<file path="src/design/assert_macros.svh">
// ---------------------------------------------------------------------------
// assert_macros.svh
// Assertion helpers shared by the frame receiver modules.
// ---------------------------------------------------------------------------
`ifndef ASSERT_MACROS_SVH
`define ASSERT_MACROS_SVH

// Clocked check, quiet while reset is held.
`define PLD_ASSERT(lbl, prop, msg) \
    lbl: assert property (@(posedge aclk) disable iff (!aresetn) (prop)) else $error(msg);

// Clocked check that also holds during reset.
`define PLD_ASSERT_ALWAYS(lbl, prop, msg) \
    lbl: assert property (@(posedge aclk) (prop)) else $error(msg);

`endif

</file>
<file path="src/design/pld_pkg.sv">
// ---------------------------------------------------------------------------
// pld_pkg
// Shared types and constants of the preamble/length frame receiver.
// ---------------------------------------------------------------------------
`timescale 1ns / 1ps
`default_nettype none

package pld_pkg;

    localparam logic [31:0] SYNC_PATTERN_RESET = 32'hAA55_C33C;
    localparam int          QUEUE_DEPTH_DEF    = 4;
    localparam logic [7:0]  LENGTH_MIN         = 8'd2;
    localparam logic [7:0]  INDEX_ID           = 8'd0;
    localparam logic [7:0]  INDEX_LENGTH       = 8'd1;

    // One queued command: a header (pair) gives two beats, id then length.
    typedef struct packed {
        logic       pair;
        logic [7:0] id_byte;
        logic [7:0] data_byte;
        logic [7:0] index;
        logic       last;
        logic       bad;
    } pld_cmd_t;

    typedef struct packed {
        logic full;
        logic empty;
    } pld_qstat_t;

endpackage

`default_nettype wire

</file>
<file path="src/design/pld_front.sv">
// ---------------------------------------------------------------------------
// pld_front
// Preamble hunt, header capture and byte classification into commands.
// ---------------------------------------------------------------------------
`timescale 1ns / 1ps
`default_nettype none

module pld_front import pld_pkg::*; (
    input  wire logic        aclk,
    input  wire logic        aresetn,
    input  wire logic        s_tvalid,
    output logic             s_tready,
    input  wire logic [7:0]  s_tdata,
    input  wire logic        cfg_valid,
    input  wire logic [31:0] cfg_data,
    input  wire pld_qstat_t  qstat,
    output logic             push,
    output pld_cmd_t         cmd
);

    typedef enum logic [6:0] {
        ST_PRE0 = 7'b0000001,
        ST_PRE1 = 7'b0000010,
        ST_PRE2 = 7'b0000100,
        ST_PRE3 = 7'b0001000,
        ST_ID   = 7'b0010000,
        ST_LEN  = 7'b0100000,
        ST_DATA = 7'b1000000
    } hunt_state_t;

    hunt_state_t state_reg, state_next;
    logic [31:0] sync_reg, sync_next;
    logic [7:0]  id_reg, id_next;
    logic [7:0]  len_reg, len_next;
    logic [7:0]  taken_reg, taken_next;
    logic        accept;
    logic [8:0]  taken_sum;
    logic        data_last;

    assign s_tready  = !qstat.full;
    assign accept    = s_tvalid && s_tready;
    assign taken_sum = {1'b0, taken_reg} + 9'd1;
    assign data_last = taken_sum >= {1'b0, len_reg};

    always_comb begin
        state_next = state_reg;
        sync_next  = cfg_valid ? cfg_data : sync_reg;
        id_next    = id_reg;
        len_next   = len_reg;
        taken_next = taken_reg;
        push       = 1'b0;
        cmd        = '0;
        if (accept) begin
            case (state_reg)
                ST_PRE0: state_next = (s_tdata == sync_reg[31:24]) ? ST_PRE1 : ST_PRE0;
                ST_PRE1: state_next = (s_tdata == sync_reg[23:16]) ? ST_PRE2 : ST_PRE0;
                ST_PRE2: state_next = (s_tdata == sync_reg[15:8])  ? ST_PRE3 : ST_PRE0;
                ST_PRE3: state_next = (s_tdata == sync_reg[7:0])   ? ST_ID   : ST_PRE0;
                ST_ID: begin
                    id_next    = s_tdata;
                    state_next = ST_LEN;
                end
                ST_LEN: begin
                    push           = 1'b1;
                    cmd.data_byte  = s_tdata;
                    cmd.index      = INDEX_LENGTH;
                    cmd.id_byte    = id_reg;
                    if (s_tdata < LENGTH_MIN) begin
                        // drop the frame, report the length as an error beat
                        cmd.last   = 1'b1;
                        cmd.bad    = 1'b1;
                        state_next = ST_PRE0;
                    end else begin
                        cmd.pair = 1'b1;
                        cmd.last = (s_tdata == LENGTH_MIN);
                        if (s_tdata == LENGTH_MIN) begin
                            state_next = ST_PRE0;
                        end else begin
                            len_next   = s_tdata;
                            taken_next = LENGTH_MIN;
                            state_next = ST_DATA;
                        end
                    end
                end
                ST_DATA: begin
                    push          = 1'b1;
                    cmd.data_byte = s_tdata;
                    cmd.index     = taken_reg;
                    cmd.last      = data_last;
                    taken_next    = taken_sum[7:0];
                    if (data_last) begin
                        state_next = ST_PRE0;
                    end
                end
                default: state_next = ST_PRE0;
            endcase
        end
    end

    always_ff @(posedge aclk) begin
        if (!aresetn) begin
            state_reg <= ST_PRE0;
            sync_reg  <= SYNC_PATTERN_RESET;
            id_reg    <= '0;
            len_reg   <= '0;
            taken_reg <= '0;
        end else begin
            state_reg <= state_next;
            sync_reg  <= sync_next;
            id_reg    <= id_next;
            len_reg   <= len_next;
            taken_reg <= taken_next;
        end
    end

endmodule

`default_nettype wire

</file>
<file path="src/design/pld_fifo.sv">
// ---------------------------------------------------------------------------
// pld_fifo
// Short command queue between the classifier and the beat generator.
// ---------------------------------------------------------------------------
`timescale 1ns / 1ps
`default_nettype none
`include "assert_macros.svh"

module pld_fifo import pld_pkg::*; #(
    parameter int DEPTH = QUEUE_DEPTH_DEF
) (
    input  wire logic     aclk,
    input  wire logic     aresetn,
    input  wire logic     push,
    input  wire pld_cmd_t wr_cmd,
    input  wire logic     pop,
    output pld_cmd_t      rd_cmd,
    output pld_qstat_t    qstat
);

    localparam int PTR_W = (DEPTH > 1) ? $clog2(DEPTH) : 1;
    localparam int CNT_W = $clog2(DEPTH + 1);

    pld_cmd_t         mem [DEPTH];
    logic [PTR_W-1:0] wr_ptr_reg, wr_ptr_next;
    logic [PTR_W-1:0] rd_ptr_reg, rd_ptr_next;
    logic [CNT_W-1:0] cnt_reg, cnt_next;

    assign qstat.full  = (cnt_reg == CNT_W'(DEPTH));
    assign qstat.empty = (cnt_reg == '0);
    assign rd_cmd      = mem[rd_ptr_reg];

    always_comb begin
        wr_ptr_next = wr_ptr_reg;
        rd_ptr_next = rd_ptr_reg;
        // wrap at the last slot
        if (push) begin
            wr_ptr_next = (wr_ptr_reg == PTR_W'(DEPTH - 1)) ? '0 : wr_ptr_reg + 1'b1;
        end
        if (pop) begin
            rd_ptr_next = (rd_ptr_reg == PTR_W'(DEPTH - 1)) ? '0 : rd_ptr_reg + 1'b1;
        end
        cnt_next    = cnt_reg;
        if (push && !pop) begin
            cnt_next = cnt_reg + 1'b1;
        end else if (pop && !push) begin
            cnt_next = cnt_reg - 1'b1;
        end
    end

    always_ff @(posedge aclk) begin
        if (push) begin
            mem[wr_ptr_reg] <= wr_cmd;
        end
    end

    always_ff @(posedge aclk) begin
        if (!aresetn) begin
            wr_ptr_reg <= '0;
            rd_ptr_reg <= '0;
            cnt_reg    <= '0;
        end else begin
            wr_ptr_reg <= wr_ptr_next;
            rd_ptr_reg <= rd_ptr_next;
            cnt_reg    <= cnt_next;
        end
    end

    `PLD_ASSERT(a_no_pop_empty, pop |-> !qstat.empty, "queue popped while empty")
    `PLD_ASSERT(a_no_push_full, push |-> !qstat.full, "queue pushed while full")
    `PLD_ASSERT(a_count_step, (push && !pop) |=> (cnt_reg == $past(cnt_reg) + 1'b1), "count lost a push")

endmodule

`default_nettype wire

</file>
<file path="src/design/pld_back.sv">
// ---------------------------------------------------------------------------
// pld_back
// Beat generator: expands queued commands into registered output beats.
// ---------------------------------------------------------------------------
`timescale 1ns / 1ps
`default_nettype none
`include "assert_macros.svh"

module pld_back import pld_pkg::*; (
    input  wire logic       aclk,
    input  wire logic       aresetn,
    input  wire pld_cmd_t   cmd,
    input  wire pld_qstat_t qstat,
    output logic            pop,
    output logic            m_tvalid,
    input  wire logic       m_tready,
    output logic [15:0]     m_tdata,
    output logic            m_tlast,
    output logic            m_tuser
);

    logic       valid_reg, valid_next;
    logic [7:0] byte_reg, byte_next;
    logic [7:0] idx_reg, idx_next;
    logic       last_reg, last_next;
    logic       bad_reg, bad_next;
    logic       pend_reg, pend_next;
    pld_cmd_t   hold_reg, hold_next;
    logic       out_free;

    assign out_free = !valid_reg || m_tready;
    assign pop      = out_free && !pend_reg && !qstat.empty;

    always_comb begin
        valid_next = valid_reg;
        byte_next  = byte_reg;
        idx_next   = idx_reg;
        last_next  = last_reg;
        bad_next   = bad_reg;
        pend_next  = pend_reg;
        hold_next  = hold_reg;
        if (out_free) begin
            if (pend_reg) begin
                // second beat of a header: the length byte
                valid_next = 1'b1;
                byte_next  = hold_reg.data_byte;
                idx_next   = INDEX_LENGTH;
                last_next  = hold_reg.last;
                bad_next   = 1'b0;
                pend_next  = 1'b0;
            end else if (pop) begin
                valid_next = 1'b1;
                if (cmd.pair) begin
                    byte_next = cmd.id_byte;
                    idx_next  = INDEX_ID;
                    last_next = 1'b0;
                    bad_next  = 1'b0;
                    pend_next = 1'b1;
                    hold_next = cmd;
                end else begin
                    byte_next = cmd.data_byte;
                    idx_next  = cmd.index;
                    last_next = cmd.last;
                    bad_next  = cmd.bad;
                end
            end else begin
                valid_next = 1'b0;
            end
        end
    end

    always_ff @(posedge aclk) begin
        if (!aresetn) begin
            valid_reg <= 1'b0;
            pend_reg  <= 1'b0;
        end else begin
            valid_reg <= valid_next;
            pend_reg  <= pend_next;
        end
        byte_reg <= byte_next;
        idx_reg  <= idx_next;
        last_reg <= last_next;
        bad_reg  <= bad_next;
        hold_reg <= hold_next;
    end

    assign m_tvalid = valid_reg;
    assign m_tdata  = {idx_reg, byte_reg};
    assign m_tlast  = last_reg;
    assign m_tuser  = bad_reg;

    `PLD_ASSERT_ALWAYS(a_pend_no_pop, pend_reg |-> !pop, "popped while a header beat is pending")
    `PLD_ASSERT(a_pend_shown, pend_reg |-> valid_reg, "pending length beat without id beat shown")

endmodule

`default_nettype wire

</file>
<file path="src/design/preamble_length_deframer_unit.sv">
// ---------------------------------------------------------------------------
// preamble_length_deframer_unit
// Sync-preamble hunter and length-prefixed frame receiver, top level.
// ---------------------------------------------------------------------------
// Usage:
//   s_ channel: one received byte per beat on s_tdata.
//   m_ channel: one message byte per beat, id first, then length, then data.
//     m_tdata carries the byte and its index in the message; m_tlast marks
//     the final byte of a message, or an error beat; m_tuser flags a length
//     byte below two, in which case the frame is dropped and the single beat
//     carries the bad length at index 1.
//   cfg channel: write the 32-bit preamble, first expected byte in the top
//     eight bits; always ready, write only while the block is idle.
// Throughput: one input beat per cycle while the queue has room. A valid
//   length byte yields two beats (id and length), which the beat generator
//   presents in turn; the command queue between the classifier and the
//   generator absorbs that. Path: an accepted byte's command is written
//   into the queue, then popped into the output register that presents it.
// Reset: the hunt restarts at the first preamble byte, the preamble returns
//   to AA55C33C, queue and output register are emptied.
// Stall: while m_tready is low the output beat holds; the classifier keeps
//   accepting until the queue fills, then s_tready drops.
// ---------------------------------------------------------------------------
`timescale 1ns / 1ps
`default_nettype none

module preamble_length_deframer_unit import pld_pkg::*; #(
    parameter int QUEUE_DEPTH = QUEUE_DEPTH_DEF
) (
    input  wire logic        aclk,
    input  wire logic        aresetn,
    // input beats
    input  wire logic        s_tvalid,
    output logic             s_tready,
    input  wire logic [7:0]  s_tdata,   // [7:0] rx_byte
    // output beats
    output logic             m_tvalid,
    input  wire logic        m_tready,
    output logic [15:0]      m_tdata,   // [7:0] frame_byte, [15:8] byte_index
    output logic             m_tlast,   // last_of_frame
    output logic             m_tuser,   // [0] bad_length
    // preamble register write
    input  wire logic        cfg_valid,
    output logic             cfg_ready,
    input  wire logic [31:0] cfg_data   // sync_pattern
);

    pld_cmd_t   push_cmd;
    pld_cmd_t   head_cmd;
    pld_qstat_t qstat;
    logic       push;
    logic       pop;
    logic       cfg_write;

    // register writes are never held off
    assign cfg_ready = 1'b1;
    assign cfg_write = cfg_valid && cfg_ready;

    // hunt the preamble, capture the header, classify each byte
    pld_front u_front (
        .aclk      (aclk),
        .aresetn   (aresetn),
        .s_tvalid  (s_tvalid),
        .s_tready  (s_tready),
        .s_tdata   (s_tdata),
        .cfg_valid (cfg_write),
        .cfg_data  (cfg_data),
        .qstat     (qstat),
        .push      (push),
        .cmd       (push_cmd)
    );

    // decouple classifier and beat generator
    pld_fifo #(
        .DEPTH (QUEUE_DEPTH)
    ) u_fifo (
        .aclk    (aclk),
        .aresetn (aresetn),
        .push    (push),
        .wr_cmd  (push_cmd),
        .pop     (pop),
        .rd_cmd  (head_cmd),
        .qstat   (qstat)
    );

    // expand commands into registered output beats
    pld_back u_back (
        .aclk     (aclk),
        .aresetn  (aresetn),
        .cmd      (head_cmd),
        .qstat    (qstat),
        .pop      (pop),
        .m_tvalid (m_tvalid),
        .m_tready (m_tready),
        .m_tdata  (m_tdata),
        .m_tlast  (m_tlast),
        .m_tuser  (m_tuser)
    );

endmodule

`default_nettype wire

</file>
<file path="config.mk">
export PLATFORM = sky130hd
export DESIGN_NAME = preamble_length_deframer_unit
export DESIGN_NICKNAME = d
export VERILOG_FILES = /design/src/design/pld_pkg.sv /design/src/design/pld_front.sv /design/src/design/pld_fifo.sv /design/src/design/pld_back.sv /design/src/design/preamble_length_deframer_unit.sv
export VERILOG_INCLUDE_DIRS = /design/src /design/src/design
export SDC_FILE = /design/constraint.sdc
export NUM_CORES = 1
export LEC_CHECK = 0
export BUFFER_PORTS_ARGS = -buffer_cell sky130_fd_sc_hd__buf_2
export CAP_MARGIN = 20
export CELL_PAD_IN_SITES_DETAIL_PLACEMENT = 1
export CELL_PAD_IN_SITES_GLOBAL_PLACEMENT = 1
export CORE_ASPECT_RATIO = 1.75
export CORE_MARGIN = 10
export CORE_UTILIZATION = 25
export CTS_CLUSTER_SIZE = 8
export DETAILED_ROUTE_END_ITERATION = 10
export PLACE_DENSITY = 0.57
export SETUP_SLACK_MARGIN = 0.4
export SYNTH_ARGS = -nofsm -noshare
export SYNTH_HDL_FRONTEND = slang
export SYNTH_HIERARCHICAL = 1
export SYNTH_SLANG_ARGS = --single-unit
</file>
<file path="constraint.sdc">
create_clock -name aclk -period 7.7 [get_ports aclk]
set_input_delay 1.155 -clock aclk [delete_from_list [all_inputs] [get_ports aclk]]
set_output_delay 1.155 -clock aclk [all_outputs]
set_load 0.05 [all_outputs]
</file>
# Word level (Yosys, flattened, before mapping)
# Memory sizes are Yosys's and may differ from the RTL's. A register that Yosys moved wholly into a read port is not among the register bits.
# Index checks and enable logic that the tools add are counted.
dict set report totals {
  register_bits 99
  mem_bits_rw 108
  inputBits 45
  out_inout_bits 21
  mem_count 1
}
# name words width rd rd_ports_with_merged_regs write_ports line
set memory_table {}
lappend memory_table {u_fifo.mem 4 27 1 1 1 pld_fifo.sv:24} ;# pld_cmd_t mem [DEPTH];
dict set report op_classes {
  add_sub_neg 5
  n_lt_le_gt_ge 2
  n_eq_ne 18
  n_mux 43
  n_bitwise 3
  reduce_logical 23
}
# op count
set op_table {}
lappend op_table {{$mux 8} 7}
lappend op_table {{$pmux 7 s7} 1}
lappend op_table {{$pmux 17 s2} 1}
lappend op_table {{$eq 8x8->1} 4}
lappend op_table {{$mux 27} 1}
lappend op_table {{$mux 7} 3}
lappend op_table {{$mux 1} 18}
lappend op_table {{$pmux 8 s2} 1}
lappend op_table {{$reduce_and 4->1} 3}
lappend op_table {{$mux 2} 5}
lappend op_table {{$add 8x1->9 const B} 1}
lappend op_table {{$ge 9x8->1} 1}
lappend op_table {{$mux 3} 3}
lappend op_table {{$mux 9} 1}
lappend op_table {{$eq 8x2->1 const B} 1}
lappend op_table {{$lt 8x2->1 const B} 1}
lappend op_table {{$eq 7x1->1 const B} 1}
lappend op_table {{$eq 7x2->1 const B} 1}
lappend op_table {{$eq 7x3->1 const B} 1}
lappend op_table {{$eq 7x4->1 const B} 1}
lappend op_table {{$eq 7x5->1 const B} 1}
lappend op_table {{$eq 7x6->1 const B} 1}
lappend op_table {{$eq 7x7->1 const B} 1}
lappend op_table {{$logic_not 1->1} 6}
lappend op_table {{16 further kinds} 29}

# Longest topological paths before layout
# Gate-level depths: netlist (run 1).
dict set report depth {
  depth_word 8
  depth_mapped 11
  depth_no_buf 11
}

# By module
# Netlist (run 1), hierarchy kept.
# mod n_inst cells_per_inst area_per_inst_um2 seq_area_each_um2
set by_module_without_submodules {}
lappend by_module_without_submodules {pld_fifo 1 185 4401.7 3423.3}
lappend by_module_without_submodules {pld_front 1 401 3498.4 1261.2}
lappend by_module_without_submodules {pld_back 1 79 1176.1 850.8}
lappend by_module_without_submodules {preamble_length_deframer_unit 1 2 11.3 0.0}

# Worst setup path before layout (run 1)
# Ideal clock, no wire load.
dict set report synth_timing {
  path_type {input -> register}
  start {input port s_tvalid}
  end {register u_fifo.cnt_reg[2]}
  setup_time_ps 76
  arrival_time_ps 3081
  t_required_ps 7624
  path_slack_ps 4543
  cell_stages 10
  path_buffers 2
  path_cell_list {nor2b_1 -> clkbuf_1 -> and4_1 -> buf_2 -> ha_1 -> inv_1 -> fa_1 -> xor2_1 -> or3_1 -> a21boi_0}
}
dict set report synth_between {
  elab_chain_len 5
}
# element line
set synth_rtl {}
lappend synth_rtl {{start, declared} preamble_length_deframer_unit.sv:33} ;# input wire logic s_tvalid,
lappend synth_rtl {{$logic_and 1x1->1 *} pld_front.sv:41} ;# assign accept = s_tvalid && s_tready;
lappend synth_rtl {{$mux 1 *} pld_front.sv:53} ;# if (accept) begin
lappend synth_rtl {{via push} preamble_length_deframer_unit.sv:51} ;# logic push;
lappend synth_rtl {{$logic_not 1->1} pld_fifo.sv:46} ;# end else if (pop && !push) begin
lappend synth_rtl {{$logic_and 1x1->1} pld_fifo.sv:46}
lappend synth_rtl {{$reduce_bool 2->1 (no source line)} n/a}
lappend synth_rtl {{end signal, assigned} pld_fifo.sv:65} ;# cnt_reg <= cnt_next;
lappend synth_rtl {{end, declared} pld_fifo.sv:27} ;# logic [CNT_W-1:0] cnt_reg, cnt_next;
# The timed path passes the listed nets; every way through them passes the cells marked *.
# A chain may end at the register's enable or synchronous reset.

# Worst setup path in the final report (run 1)
# Same ends and word-level chain as after synthesis.

==> results of run 1 <==
==> synth_stat cells, types with 8 or more instances <==
library cell | n | share of area [%]
sky130_fd_sc_hd__mux2i_1 | 46 | 5.1
sky130_fd_sc_hd__nand2_1 | 62 | 2.6
sky130_fd_sc_hd__xnor2_1 | 32 | 3.1
sky130_fd_sc_hd__inv_1 | 16 | 0.66
sky130_fd_sc_hd__edfxtp_1 | 135 | 45
sky130_fd_sc_hd__dfxtp_1 | 74 | 16
sky130_fd_sc_hd__and2_1 | 34 | 2.3
sky130_fd_sc_hd__ha_1 | 15 | 2.1
sky130_fd_sc_hd__and3_1 | 8 | 0.55
sky130_fd_sc_hd__xor2_1 | 10 | 0.96
sky130_fd_sc_hd__nand3_1 | 21 | 1.2
sky130_fd_sc_hd__o21ai_0 | 10 | 0.55
sky130_fd_sc_hd__o21ai_1 | 9 | 0.50
sky130_fd_sc_hd__mux4_2 | 20 | 5.0
sky130_fd_sc_hd__clkbuf_1 | 18 | 0.74
sky130_fd_sc_hd__nor2_1 | 12 | 0.50
sky130_fd_sc_hd__a21boi_1 | 21 | 1.7
sky130_fd_sc_hd__nor2b_1 | 27 | 1.9
==> layout make-up <==
type / count / area, sq um / share of cell area (%)
clock buffers: 51 / 851 / 7.93
clock inverters: 1 / 8.76 / 0.0816
inverters: 17 / 63.8 / 0.595
multi-input cells: 405 / 3280 / 30.6
flip-flops and latches: 209 / 5540 / 51.6
well taps: 470 / 588 / 5.48
repair buffers: 74 / 399 / 3.72
==> critical path: cells and delay by family <==
family                   cells  cell delay, ns
AND/OR/NAND/NOR              3            0.95
adder cells (fa/ha/maj)      2            0.64
buffers and inverters        3            0.39
XOR/XNOR                     1            0.16
AO/OA/AOI/OAI                1            0.17
==> kinds of logic (layout without fill, tap and decap cells) <==
kind of cell             Yosys count  count (layout)  synth area share (%)
AO/OA/AOI/OAI                     64              64                  4.82
XOR/XNOR                          42              42                  4.05
adder cells (fa/ha/maj)           16              16                  2.29
buffers and inverters             53             143                  3.02
flip-flops                       209             209                  60.9
multiplexers                      73              73                  12.0
other                              1               1                0.0413
AND/OR/NAND/NOR                  209             209                  12.8
==> per-layer routing <==
layer	vias up	GRT usage (%)	routed length, microns
li1	2564	-	-
met2	91	18.6	12200
met3	19	1.48	775
met4	0	3.40	331
met5	-	0	0
met1	2656	10.1	8240
==> power breakdown <==
part / leakage [nW] / internal, mW / switching, mW
registers: 1.80 / 1.30 / 0.0339
clock network: 0.410 / 0.738 / 0.460
logic: 1.54 / 0.247 / 0.449
==> stage by stage <==
stage	instance area, sq um	std cells
CTS	10700	1226
detailed placement	9860	1174
finish	10700	1227
global route	10700	1227
floorplan	9090	667
global placement	9860	1174
==> final timing paths <==
check,start,endpoint,slack [ns],cells past startpoint
hold reg to reg,u_front/len_reg[7],u_front/len_reg[7],0.45,2
setup reg to reg,u_front/taken_reg[0],u_front/state_reg[2],4.85,10
setup / recovery,s_tvalid,u_fifo/cnt_reg[2],4.68,10
hold / removal,u_front/len_reg[7],u_front/len_reg[7],0.45,2
==> reports/qor.log, run 1 <==
INFO  status         result_of_the_run=finished, final reports clean
INFO  drt            iteration_count_of_the_initial_detailed_routing_pass=6
INFO  grt            grtUsageTotal=9.62%
INFO  sta            worstMarginPinSlew=1.00ns
INFO  sta            timing_hold_violations_final=0
INFO  place          hpwl=14.9mm
INFO  worst_setup_path worst_setup_path_end_kind=flip-flop
INFO  synthesis      synth.net_count=728
INFO  synthesis      yosys_register_bits=209
INFO  finish         layout.filler_cells=3878
INFO  pwr            fin_total_pwr=3.23mW
INFO  synthesis      syn_avg_cell_area=13.6squm
INFO  finish         largest_register_ff_count=108
INFO  place          portBuffers=64
INFO  drt            postRouteAntennaNets=0
INFO  drt            vias_per_cell=4.34
INFO  cts            post_cts.resized_instances=0
INFO  worst_setup_path cp_slowest_stage_delay=0.52ns
INFO  sta            rsz0062_at_grt=no
INFO  sta            timing.fmax=0.332GHz
INFO  pwr            leak_pwr=3.74nW
INFO  sta            setup_total_negative_slack=0ns
INFO  cts            hold_buffers=0
INFO  finish         insertedDiodeCount=0
INFO  floorplanning  floorplan.die_area=44700squm
INFO  synthesis      syn_area=9090squm
INFO  pwr            worst_ir_drop_vdd=159uV
INFO  floorplanning  design.portCount=66
INFO  synthesis      synthArstFlopShare=0%
INFO  floorplanning  die_width=164microns
INFO  finish         finished_core_util=29.8%
INFO  worst_setup_path startpoint_type=input pin
INFO  synthesis      yosys.cell_types.count=61
INFO  finish         drive_above_1_share=18.6%
INFO  grt            grt_first_pass_wirelength=33.9mm
INFO  sta            fin_worst_skew=0.0105ns
INFO  cts            clock_insertion_delay_worst_skew=0.53ns
INFO  finish         layout.cells.most_common=sky130_fd_sc_hd__edfxtp_1
INFO  sta            final_min_period_over_clock_period=39.2%
INFO  cts            clock_sink_count=209
INFO  cts            cts_htree_levels=1
INFO  grt            antenna_found_initial=0
INFO  worst_setup_path worst_ep_required_time=8.15ns
INFO  drt            dr_total_vias=5330
INFO  grt            grt_start_max_net_pins=75
INFO  cts            postCtsSetupBuffers=0
INFO  synthesis      synth_flop_cell=sky130_fd_sc_hd__edfxtp_1
INFO  floorplanning  floorplan.initialDensity=25.2%
INFO  drt            drt-total-wl=21.6mm
INFO  cts            clkTransAtPathRegs=0.06ns
INFO  worst_setup_path path_class=in -> reg
INFO  sta            whs=0.449ns
INFO  cts            cts_tree=done
INFO  sta            finalSetupViolCount=0
INFO  grt            globalRoute.totalOverflow=0
INFO  synthesis      synth-edff-count=135
INFO  cts            cts_root_buffer=sky130_fd_sc_hd__clkbuf_16
INFO  sta            finalWorstPathRequiredPeriod=3.02ns
INFO  drt            post-route-drc-count=0
INFO  place          place_ws=4.11ns
INFO  worst_hold_path worst_hold_path_type=reg -> reg
INFO  place          place_congestion=0.741
INFO  finish         nNetsFinal=798
INFO  sta            max_slew_margin=33.1%
INFO  pwr            cellPowerDensity=301nW/um^2
INFO  worst_setup_path critPathArrivalTime=3.47ns
INFO  worst_setup_path crit_chain=buf_2 > nor2b_1 > buf_4 > and4_1 > ha_1 > inv_1 > fa_1 > xor2_1 > or3_1 > a21boi_0
INFO  cts            cts_inserted_buffers=30
INFO  sta            layout_setup_ws=4.68ns
INFO  synthesis      synth.yosys.seq_area_share=60.9%
INFO  job            maxCapViolations=0
INFO  drt            routedWlPerCell=17.6microns
INFO  synthesis      synthCells=667
INFO  finish         area.growth.synth_to_final=18.1%
INFO  worst_setup_path timing.critical_path.fanout_max=18
INFO  floorplanning  num_rows=92
INFO  sta            final_max_slew_violation_count=0
INFO  drt            drt-initial-drc-count=180
INFO  worst_setup_path crit_path_top_delay_cell=sky130_fd_sc_hd__and4_1
INFO  floorplanning  die_height=272microns
INFO  cts            cts_max_path_buffers=3
INFO  grt            grt_pass1_vias=5933
INFO  synthesis      yosysWarningCount=6
INFO  floorplanning  core_area=36000squm
INFO  finish         final_cell_mix=sky130_fd_sc_hd__edfxtp_1, sky130_fd_sc_hd__dfxtp_1, sky130_fd_sc_hd__buf_2, sky130_fd_sc_hd__nand2_1, sky130_fd_sc_hd__mux2i_1
Note: power is estimated with default switching activity, not from simulation.
==> inputs of run 2 (changes only) <==
- ABC_AREA: not set -> 1
- PLACE_DENSITY: 0.57 -> 0.58
- clock period: 7.7 -> 3.1 ns (I/O delays scaled with it)
==> reports/qor.log, run 2 <==
INFO  status         result_of_the_run=finished, final reports clean
INFO  cts            cts_root_buffer=sky130_fd_sc_hd__clkbuf_16
INFO  cts            clock_insertion_delay_worst_skew=0.55ns
INFO  floorplanning  num_rows=93
INFO  floorplanning  design.portCount=66
INFO  worst_hold_path worst_hold_path_type=in -> reg
INFO  sta            whs=0.130ns
INFO  finish         nNetsFinal=1056
INFO  pwr            cellPowerDensity=839nW/um^2
INFO  cts            clkTransAtPathRegs=0.06ns
INFO  cts            cts_max_path_buffers=3
INFO  sta            setup_total_negative_slack=0ns
INFO  pwr            cell_internal_pwr=5.93mW
INFO  floorplanning  floorplan.initialDensity=25.3%
INFO  synthesis      yosys.cell_types.count=47
INFO  sta            timing.fmax=0.405GHz
INFO  synthesis      syn_avg_cell_area=10.0squm
INFO  grt            grtUsageTotal=10.2%
INFO  drt            dr_total_vias=6507
INFO  finish         largest_register_ff_count=108
INFO  floorplanning  core_area=36900squm
INFO  cts            clock_sink_count=209
INFO  sta            layout_setup_ws=0.634ns
INFO  sta            fin_worst_skew=0.0144ns
INFO  floorplanning  die_height=275microns
INFO  grt            globalRoute.totalOverflow=0
INFO  synthesis      synth_top_cell_area_share=43.5%
INFO  cts            cts_htree_levels=1
INFO  place          portBuffers=64
INFO  synthesis      synth.yosys.seq_area_share=59.4%
INFO  grt            grt-busiest-layer=met2
INFO  pwr            worst_ir_drop_vdd=355uV
INFO  drt            iteration_count_of_the_initial_detailed_routing_pass=6
INFO  job            maxCapViolations=0
INFO  synthesis      synthArstFlopShare=0%
INFO  synthesis      yosysTopAreaCell=sky130_fd_sc_hd__edfxtp_1
INFO  place          place_ws=0.498ns
INFO  grt            grt_first_pass_wirelength=37.8mm
INFO  pwr            switching_share=35.0%
INFO  synthesis      synth_common_cells=sky130_fd_sc_hd__nor2_1, sky130_fd_sc_hd__edfxtp_1, sky130_fd_sc_hd__nand2_1
INFO  pwr            power_frac_comb=28.6%
INFO  synthesis      syn_area=9320squm
INFO  finish         drive_above_1_share=16.4%
INFO  worst_setup_path worst_reg_to_reg_cells=15
INFO  sta            rsz0062_at_grt=yes
INFO  sta            final_min_period_over_clock_period=79.6%
INFO  cts            cts_tree=done
INFO  finish         final_cell_mix=sky130_fd_sc_hd__nor2_1, sky130_fd_sc_hd__edfxtp_1, sky130_fd_sc_hd__nand2_1, sky130_fd_sc_hd__inv_1, sky130_fd_sc_hd__dfxtp_1
INFO  grt            grt_start_max_net_pins=49
INFO  grt            globalRouteMet3Util=1.50%
INFO  worst_setup_path path_class=reg -> reg
INFO  pwr            fin_total_pwr=9.13mW
INFO  pwr            clock_power_share=32.9%
INFO  synthesis      synth-edff-count=135
INFO  grt            grt.met2_usage=21.4%
INFO  pwr            leak_pwr=4.07nW
INFO  synthesis      synthCells=930
INFO  synthesis      synth_most_common_cell=sky130_fd_sc_hd__nor2_1
INFO  drt            vias_per_cell=4.36
INFO  worst_setup_path startpoint_type=flip-flop
INFO  sta            finalSetupViolCount=0
INFO  synthesis      synth_top_cells_by_area=sky130_fd_sc_hd__edfxtp_1, sky130_fd_sc_hd__dfxtp_1, sky130_fd_sc_hd__nor2_1
INFO  place          hpwl=17.1mm
INFO  synthesis      yosys_register_bits=209
INFO  floorplanning  floorplan.die_area=45700squm
INFO  cts            hold_buffers=0
INFO  synthesis      synth_flop_cell=sky130_fd_sc_hd__edfxtp_1
INFO  worst_setup_path timing.critical_path.fanout_max=11
INFO  worst_setup_path worst_ep_required_time=3.51ns
INFO  drt            routedWlPerCell=16.1microns
INFO  worst_hold_path worstHoldPathCells=3
INFO  sta            max_slew_margin=38.7%
INFO  sta            timing_hold_violations_final=0
INFO  floorplanning  die_width=166microns
INFO  drt            postRouteAntennaNets=0
INFO  worst_setup_path worst_setup_path_end_kind=flip-flop
INFO  drt            drt-total-wl=24.0mm
INFO  grt            grt_pass1_vias=6920
INFO  sta            final_max_slew_violation_count=0
INFO  pwr            power.switching=3.19mW
INFO  worst_setup_path critPathArrivalTime=2.88ns
INFO  synthesis      synth.net_count=991
INFO  pwr            power_frac_seq=38.5%
INFO  cts            cts_inserted_buffers=30
INFO  finish         insertedDiodeCount=0
INFO  drt            post-route-drc-count=0
INFO  sta            worstMarginPinSlew=0.919ns
INFO  drt            drt-initial-drc-count=188
INFO  finish         finished_core_util=29.5%
INFO  cts            postCtsSetupBuffers=0
INFO  finish         layout.cells.most_common=sky130_fd_sc_hd__nor2_1
INFO  sta            finalWorstPathRequiredPeriod=2.47ns
INFO  grt            met1_usage=9.75%
INFO  grt            antenna_found_initial=1
INFO  place          place_congestion=0.746
INFO  synthesis      yosysWarningCount=6
INFO  finish         area.growth.synth_to_final=16.7%
## run 2: cell types whose count changed in the layout (fill, tap and decap cells not counted), moves of 26 or more
cell,change
sky130_fd_sc_hd__a21oi_1,+27
sky130_fd_sc_hd__o22ai_1,+26
sky130_fd_sc_hd__nor2b_1,-27
sky130_fd_sc_hd__nand2_1,+40
sky130_fd_sc_hd__nor2_1,+159
sky130_fd_sc_hd__o21ai_0,+54
sky130_fd_sc_hd__mux2i_1,-46
sky130_fd_sc_hd__inv_1,+69
sky130_fd_sc_hd__and2_1,-34
## run 2: power by group through the flow
stage / combinational [mW] / sequential [mW] / clock [mW]
2_1_floorplan: 1.71 / 3.98 / 0
3_3_place_gp: 2.62 / 3.57 / 0
3_5_place_dp: 2.68 / 3.58 / 0
4_1_cts: 2.69 / 3.52 / 3.11
5_1_grt: 2.92 / 3.55 / 3.21
6_report: 2.61 / 3.52 / 3.00
## run 2: repair_timing
action | 4_1_cts | 5_1_grt
resized for setup | 0 | 1
setup endpoints to repair | 0 | 7
hold endpoints to repair | 0 | 0
## run 2: layout make-up
cell class,count,area (sq um)
inverters,94,368
multi-input cells,579,3060
clock inverters,1,8.76
repair buffers,81,460
flip-flops and latches,209,5540
clock buffers,52,855
well taps,475,594
fillers,4202,26000
## run 2: through the flow
step | instances | cell area, sq um
global placement | 1438 | 10000
floorplan | 930 | 9320
finish | 1491 | 10900
global route | 1491 | 10900
detailed placement | 1438 | 10000
CTS | 1491 | 10900
## run 2: cells by family after synthesis
| logic type | count (synthesis) | share of synthesized area [%] |
|---|---|---|
| simple gates | 352 | 16.4 |
| flops | 209 | 59.4 |
| compound gates | 174 | 10.7 |
| buf+inv | 142 | 7.84 |
| xor+xnor | 36 | 3.38 |
| fa+ha+maj | 16 | 2.23 |
| other cells | 1 | 0.0402 |
## run 2: path summary, 6_finish.rpt
check	from	end	slack, ns
max	u_front/taken_reg[0]	u_front/state_reg[0]	0.63
min	cfg_data[27]	u_front/sync_reg[27]	0.13
max reg2reg	u_front/taken_reg[0]	u_front/state_reg[0]	0.63
min reg2reg	u_front/sync_reg[6]	u_front/sync_reg[6]	0.47
## run 2: metal layers
metal  share of wire, %  vias to the layer above
met2                 58                       88
met5                  0                        -
met1                 37                     3153
li1                   -                     3241
met3                3.0                       25
met4                1.8                        0
## run 2: critical path, stage by stage (launching register included)
cell and delay (ns):
sky130_fd_sc_hd__dfxtp_1 0.43, sky130_fd_sc_hd__ha_1 0.22, sky130_fd_sc_hd__nand3_1 0.12, sky130_fd_sc_hd__nor2_1 0.17
sky130_fd_sc_hd__xor2_1 0.21, sky130_fd_sc_hd__ha_1 0.27, sky130_fd_sc_hd__nand2_1 0.07, sky130_fd_sc_hd__inv_1 0.04
sky130_fd_sc_hd__nand2_1 0.06, sky130_fd_sc_hd__nand2_1 0.05, sky130_fd_sc_hd__nand2_1 0.09, sky130_fd_sc_hd__nand3_2 0.22
sky130_fd_sc_hd__nand2_1 0.16, sky130_fd_sc_hd__inv_1 0.08, sky130_fd_sc_hd__nand2_1 0.06, sky130_fd_sc_hd__nand3_1 0.06
==> inputs of run 3 (changes only) <==
- clock period: 3.1 -> 2.5 ns (I/O delays scaled with it)
==> reports/qor.log, run 3 (synthesis gave the netlist of run 2 again) <==
INFO  grt            grt_pass1_vias=7070
INFO  worst_setup_path worst_ep_required_time=2.96ns
INFO  finish         drive_above_1_share=21.9%
INFO  job            maxCapViolations=0
INFO  worst_setup_path cp_slowest_stage_delay=0.37ns
INFO  cts            cts_root_buffer=sky130_fd_sc_hd__clkbuf_16
INFO  grt            globalRoute.totalOverflow=0
INFO  pwr            clock_power_share=33.2%
INFO  sta            timing.fmax=0.473GHz
INFO  grt            grt_start_max_net_pins=55
INFO  finish         multi_input_area=3180squm
INFO  sta            finalSetupViolCount=0
INFO  worst_setup_path timing.critical_path.mode_cell=sky130_fd_sc_hd__nand2_1
INFO  sta            final_max_slew_violation_count=0
INFO  place          hpwl=16.6mm
INFO  floorplanning  design.portCount=66
INFO  worst_setup_path path_class=reg -> reg
INFO  drt            iteration_count_of_the_initial_detailed_routing_pass=4
INFO  floorplanning  die_width=166microns
INFO  cts            cts_tree=done
INFO  sta            final_min_period_over_clock_period=84.6%
INFO  sta            fin_worst_skew=0.0155ns
INFO  drt            vias_per_cell=4.38
INFO  sta            max_slew_margin=50.8%
INFO  worst_setup_path crit_path_top_delay_cell=sky130_fd_sc_hd__dfxtp_4
INFO  drt            dr_total_vias=6617
INFO  grt            grtUsageTotal=10.1%
INFO  finish         largest_register_ff_count=108
INFO  pwr            worst_ir_drop_vdd=526uV
INFO  drt            drt-total-wl=23.9mm
INFO  worst_setup_path crit_chain=ha_4 > nand3_4 > xor2_2 > ha_1 > nand2_1 > inv_1 > nand2_1 > nand3_1 > nand2_1 > nand2_1 > nand2_2 > nand3_4 > buf_6 > nand3_1 > nand2_1 > nor2_1
INFO  sta            rsz0062_at_grt=yes
INFO  floorplanning  core_area=36900squm
INFO  sta            timing_hold_violations_final=0
INFO  pwr            switching_share=34.5%
INFO  pwr            power.switching=3.99mW
INFO  pwr            cellPowerDensity=1020nW/um^2
INFO  cts            clock_sink_count=209
INFO  drt            postRouteAntennaNets=0
INFO  floorplanning  floorplan.die_area=45700squm
INFO  finish         insertedDiodeCount=0
INFO  cts            cts_htree_levels=1
INFO  finish         area.growth.synth_to_final=21.2%
INFO  worst_hold_path worst_hold_path_type=in -> reg
INFO  worst_setup_path critPathArrivalTime=2.57ns
INFO  grt            antenna_found_initial=0
INFO  status         result_of_the_run=finished, final reports clean
INFO  pwr            power_frac_comb=28.9%
INFO  pwr            power_frac_seq=37.8%
INFO  drt            post-route-drc-count=0
INFO  floorplanning  num_rows=93
INFO  worst_setup_path worst_setup_path_end_kind=flip-flop
INFO  grt            grt_first_pass_wirelength=37.9mm
INFO  finish         nNetsFinal=1077
INFO  cts            cts_max_path_buffers=3
INFO  worst_setup_path path_buf_inv=2
INFO  drt            routedWlPerCell=15.8microns
INFO  sta            finalWorstPathRequiredPeriod=2.11ns
INFO  worst_setup_path startpoint_type=flip-flop
INFO  pwr            leak_pwr=4.19nW
INFO  place          place_congestion=0.750
INFO  pwr            cell_internal_pwr=7.57mW
INFO  sta            worstMarginPinSlew=0.737ns
INFO  finish         final_cell_mix=sky130_fd_sc_hd__nor2_1, sky130_fd_sc_hd__edfxtp_1, sky130_fd_sc_hd__nand2_1, sky130_fd_sc_hd__inv_1, sky130_fd_sc_hd__dfxtp_1
INFO  sta            whs=0.0452ns
INFO  cts            clkTransAtPathRegs=0.06ns
INFO  finish         layout.filler_cells=4152
INFO  place          portBuffers=64
INFO  worst_setup_path critPathTopFamily=simple AND/OR/NAND/NOR gates
INFO  finish         ff_latch_area=5550squm
INFO  drt            drt-initial-drc-count=275
INFO  worst_setup_path timing.critical_path.fanout_max=7
INFO  cts            clock_insertion_delay_worst_skew=0.54ns
INFO  pwr            fin_total_pwr=11.6mW
INFO  floorplanning  floorplan.initialDensity=25.3%
INFO  finish         layout.cells.most_common=sky130_fd_sc_hd__nor2_1
INFO  floorplanning  die_height=275microns
INFO  cts            cts_inserted_buffers=30
INFO  sta            setup_total_negative_slack=0ns
## run 3: changes by cell type in the layout (fill, tap and decap cells not counted), sizes merged
cell,change
inv,-4
clkinv,-1
bufinv,+1
clkinvlp,+4
buf,+21
## run 3: final timing paths
path                        start              endpoint  slack (ns)  depth (start not counted)
min reg2reg    u_front/len_reg[0]    u_front/len_reg[0]        0.47                          2
min                  cfg_data[31]  u_front/sync_reg[31]        0.05                          3
max          u_front/taken_reg[0]  u_front/state_reg[3]        0.39                         16
max reg2reg  u_front/taken_reg[0]  u_front/state_reg[3]        0.39                         16
## run 3: power groups by stage
stage          registers [mW]  logic [mW]  clock network [mW]
2_1_floorplan            4.94        2.12                   0
3_3_place_gp             4.42        3.26                   0
3_5_place_dp             4.43        3.33                   0
4_1_cts                  4.37        3.37                3.97
5_1_grt                  4.41        3.75                4.08
6_report                 4.37        3.34                3.84
## run 3: through the flow
step	utilization, %	setup slack (ns)	cells	area [sq um]
final	30.6	0.386	1512	11300
after global routing	30.6	0.256	1512	11300
after CTS	30.2	0.356	1503	11200
after detailed placement	27.4	0.0292	1441	10100
after global placement	27.4	0.111	1441	10100
after floorplan	-	0.419	930	9340
## run 3: routing by layer
| layer | up-vias | wire length [microns] | global-route usage (%) |
|---|---|---|---|
| li1 | 3290 | - | - |
| met1 | 3188 | 9360 | 10.5 |
| met2 | 107 | 13100 | 19.8 |
| met3 | 32 | 821 | 1.54 |
| met4 | 0 | 610 | 3.86 |
| met5 | - | 0 | 0 |
## run 3: repair_timing
| item | 4_1_cts | 5_1_grt |
|---|---|---|
| resized for setup | 23 | 23 |
| pin swaps | 12 | 19 |
| buffers inserted | 9 | 9 |
| endpoints found under the setup margin | 13 | 104 |
| hold buffers | 0 | 0 |
## run 3: layout make-up
cell class	instances	share of cell area (%)
clock buffers	52	7.65
clock inverters	1	0.266
inverters	94	3.46
multi-input cells	579	28.2
flip-flops and latches	209	49.2
well taps	475	5.26
repair buffers	102	6.01
## run 3: worst reg2reg max path: cells and delay by family, from the launching register on
| kind | cells | cell delay, ns |
|---|---|---|
| AND/OR/NAND/NOR | 11 | 0.82 |
| XOR/XNOR | 1 | 0.19 |
| buffers and inverters | 2 | 0.20 |
| adder cells (fa/ha/maj) | 2 | 0.46 |
| flip-flops | 1 | 0.37 |
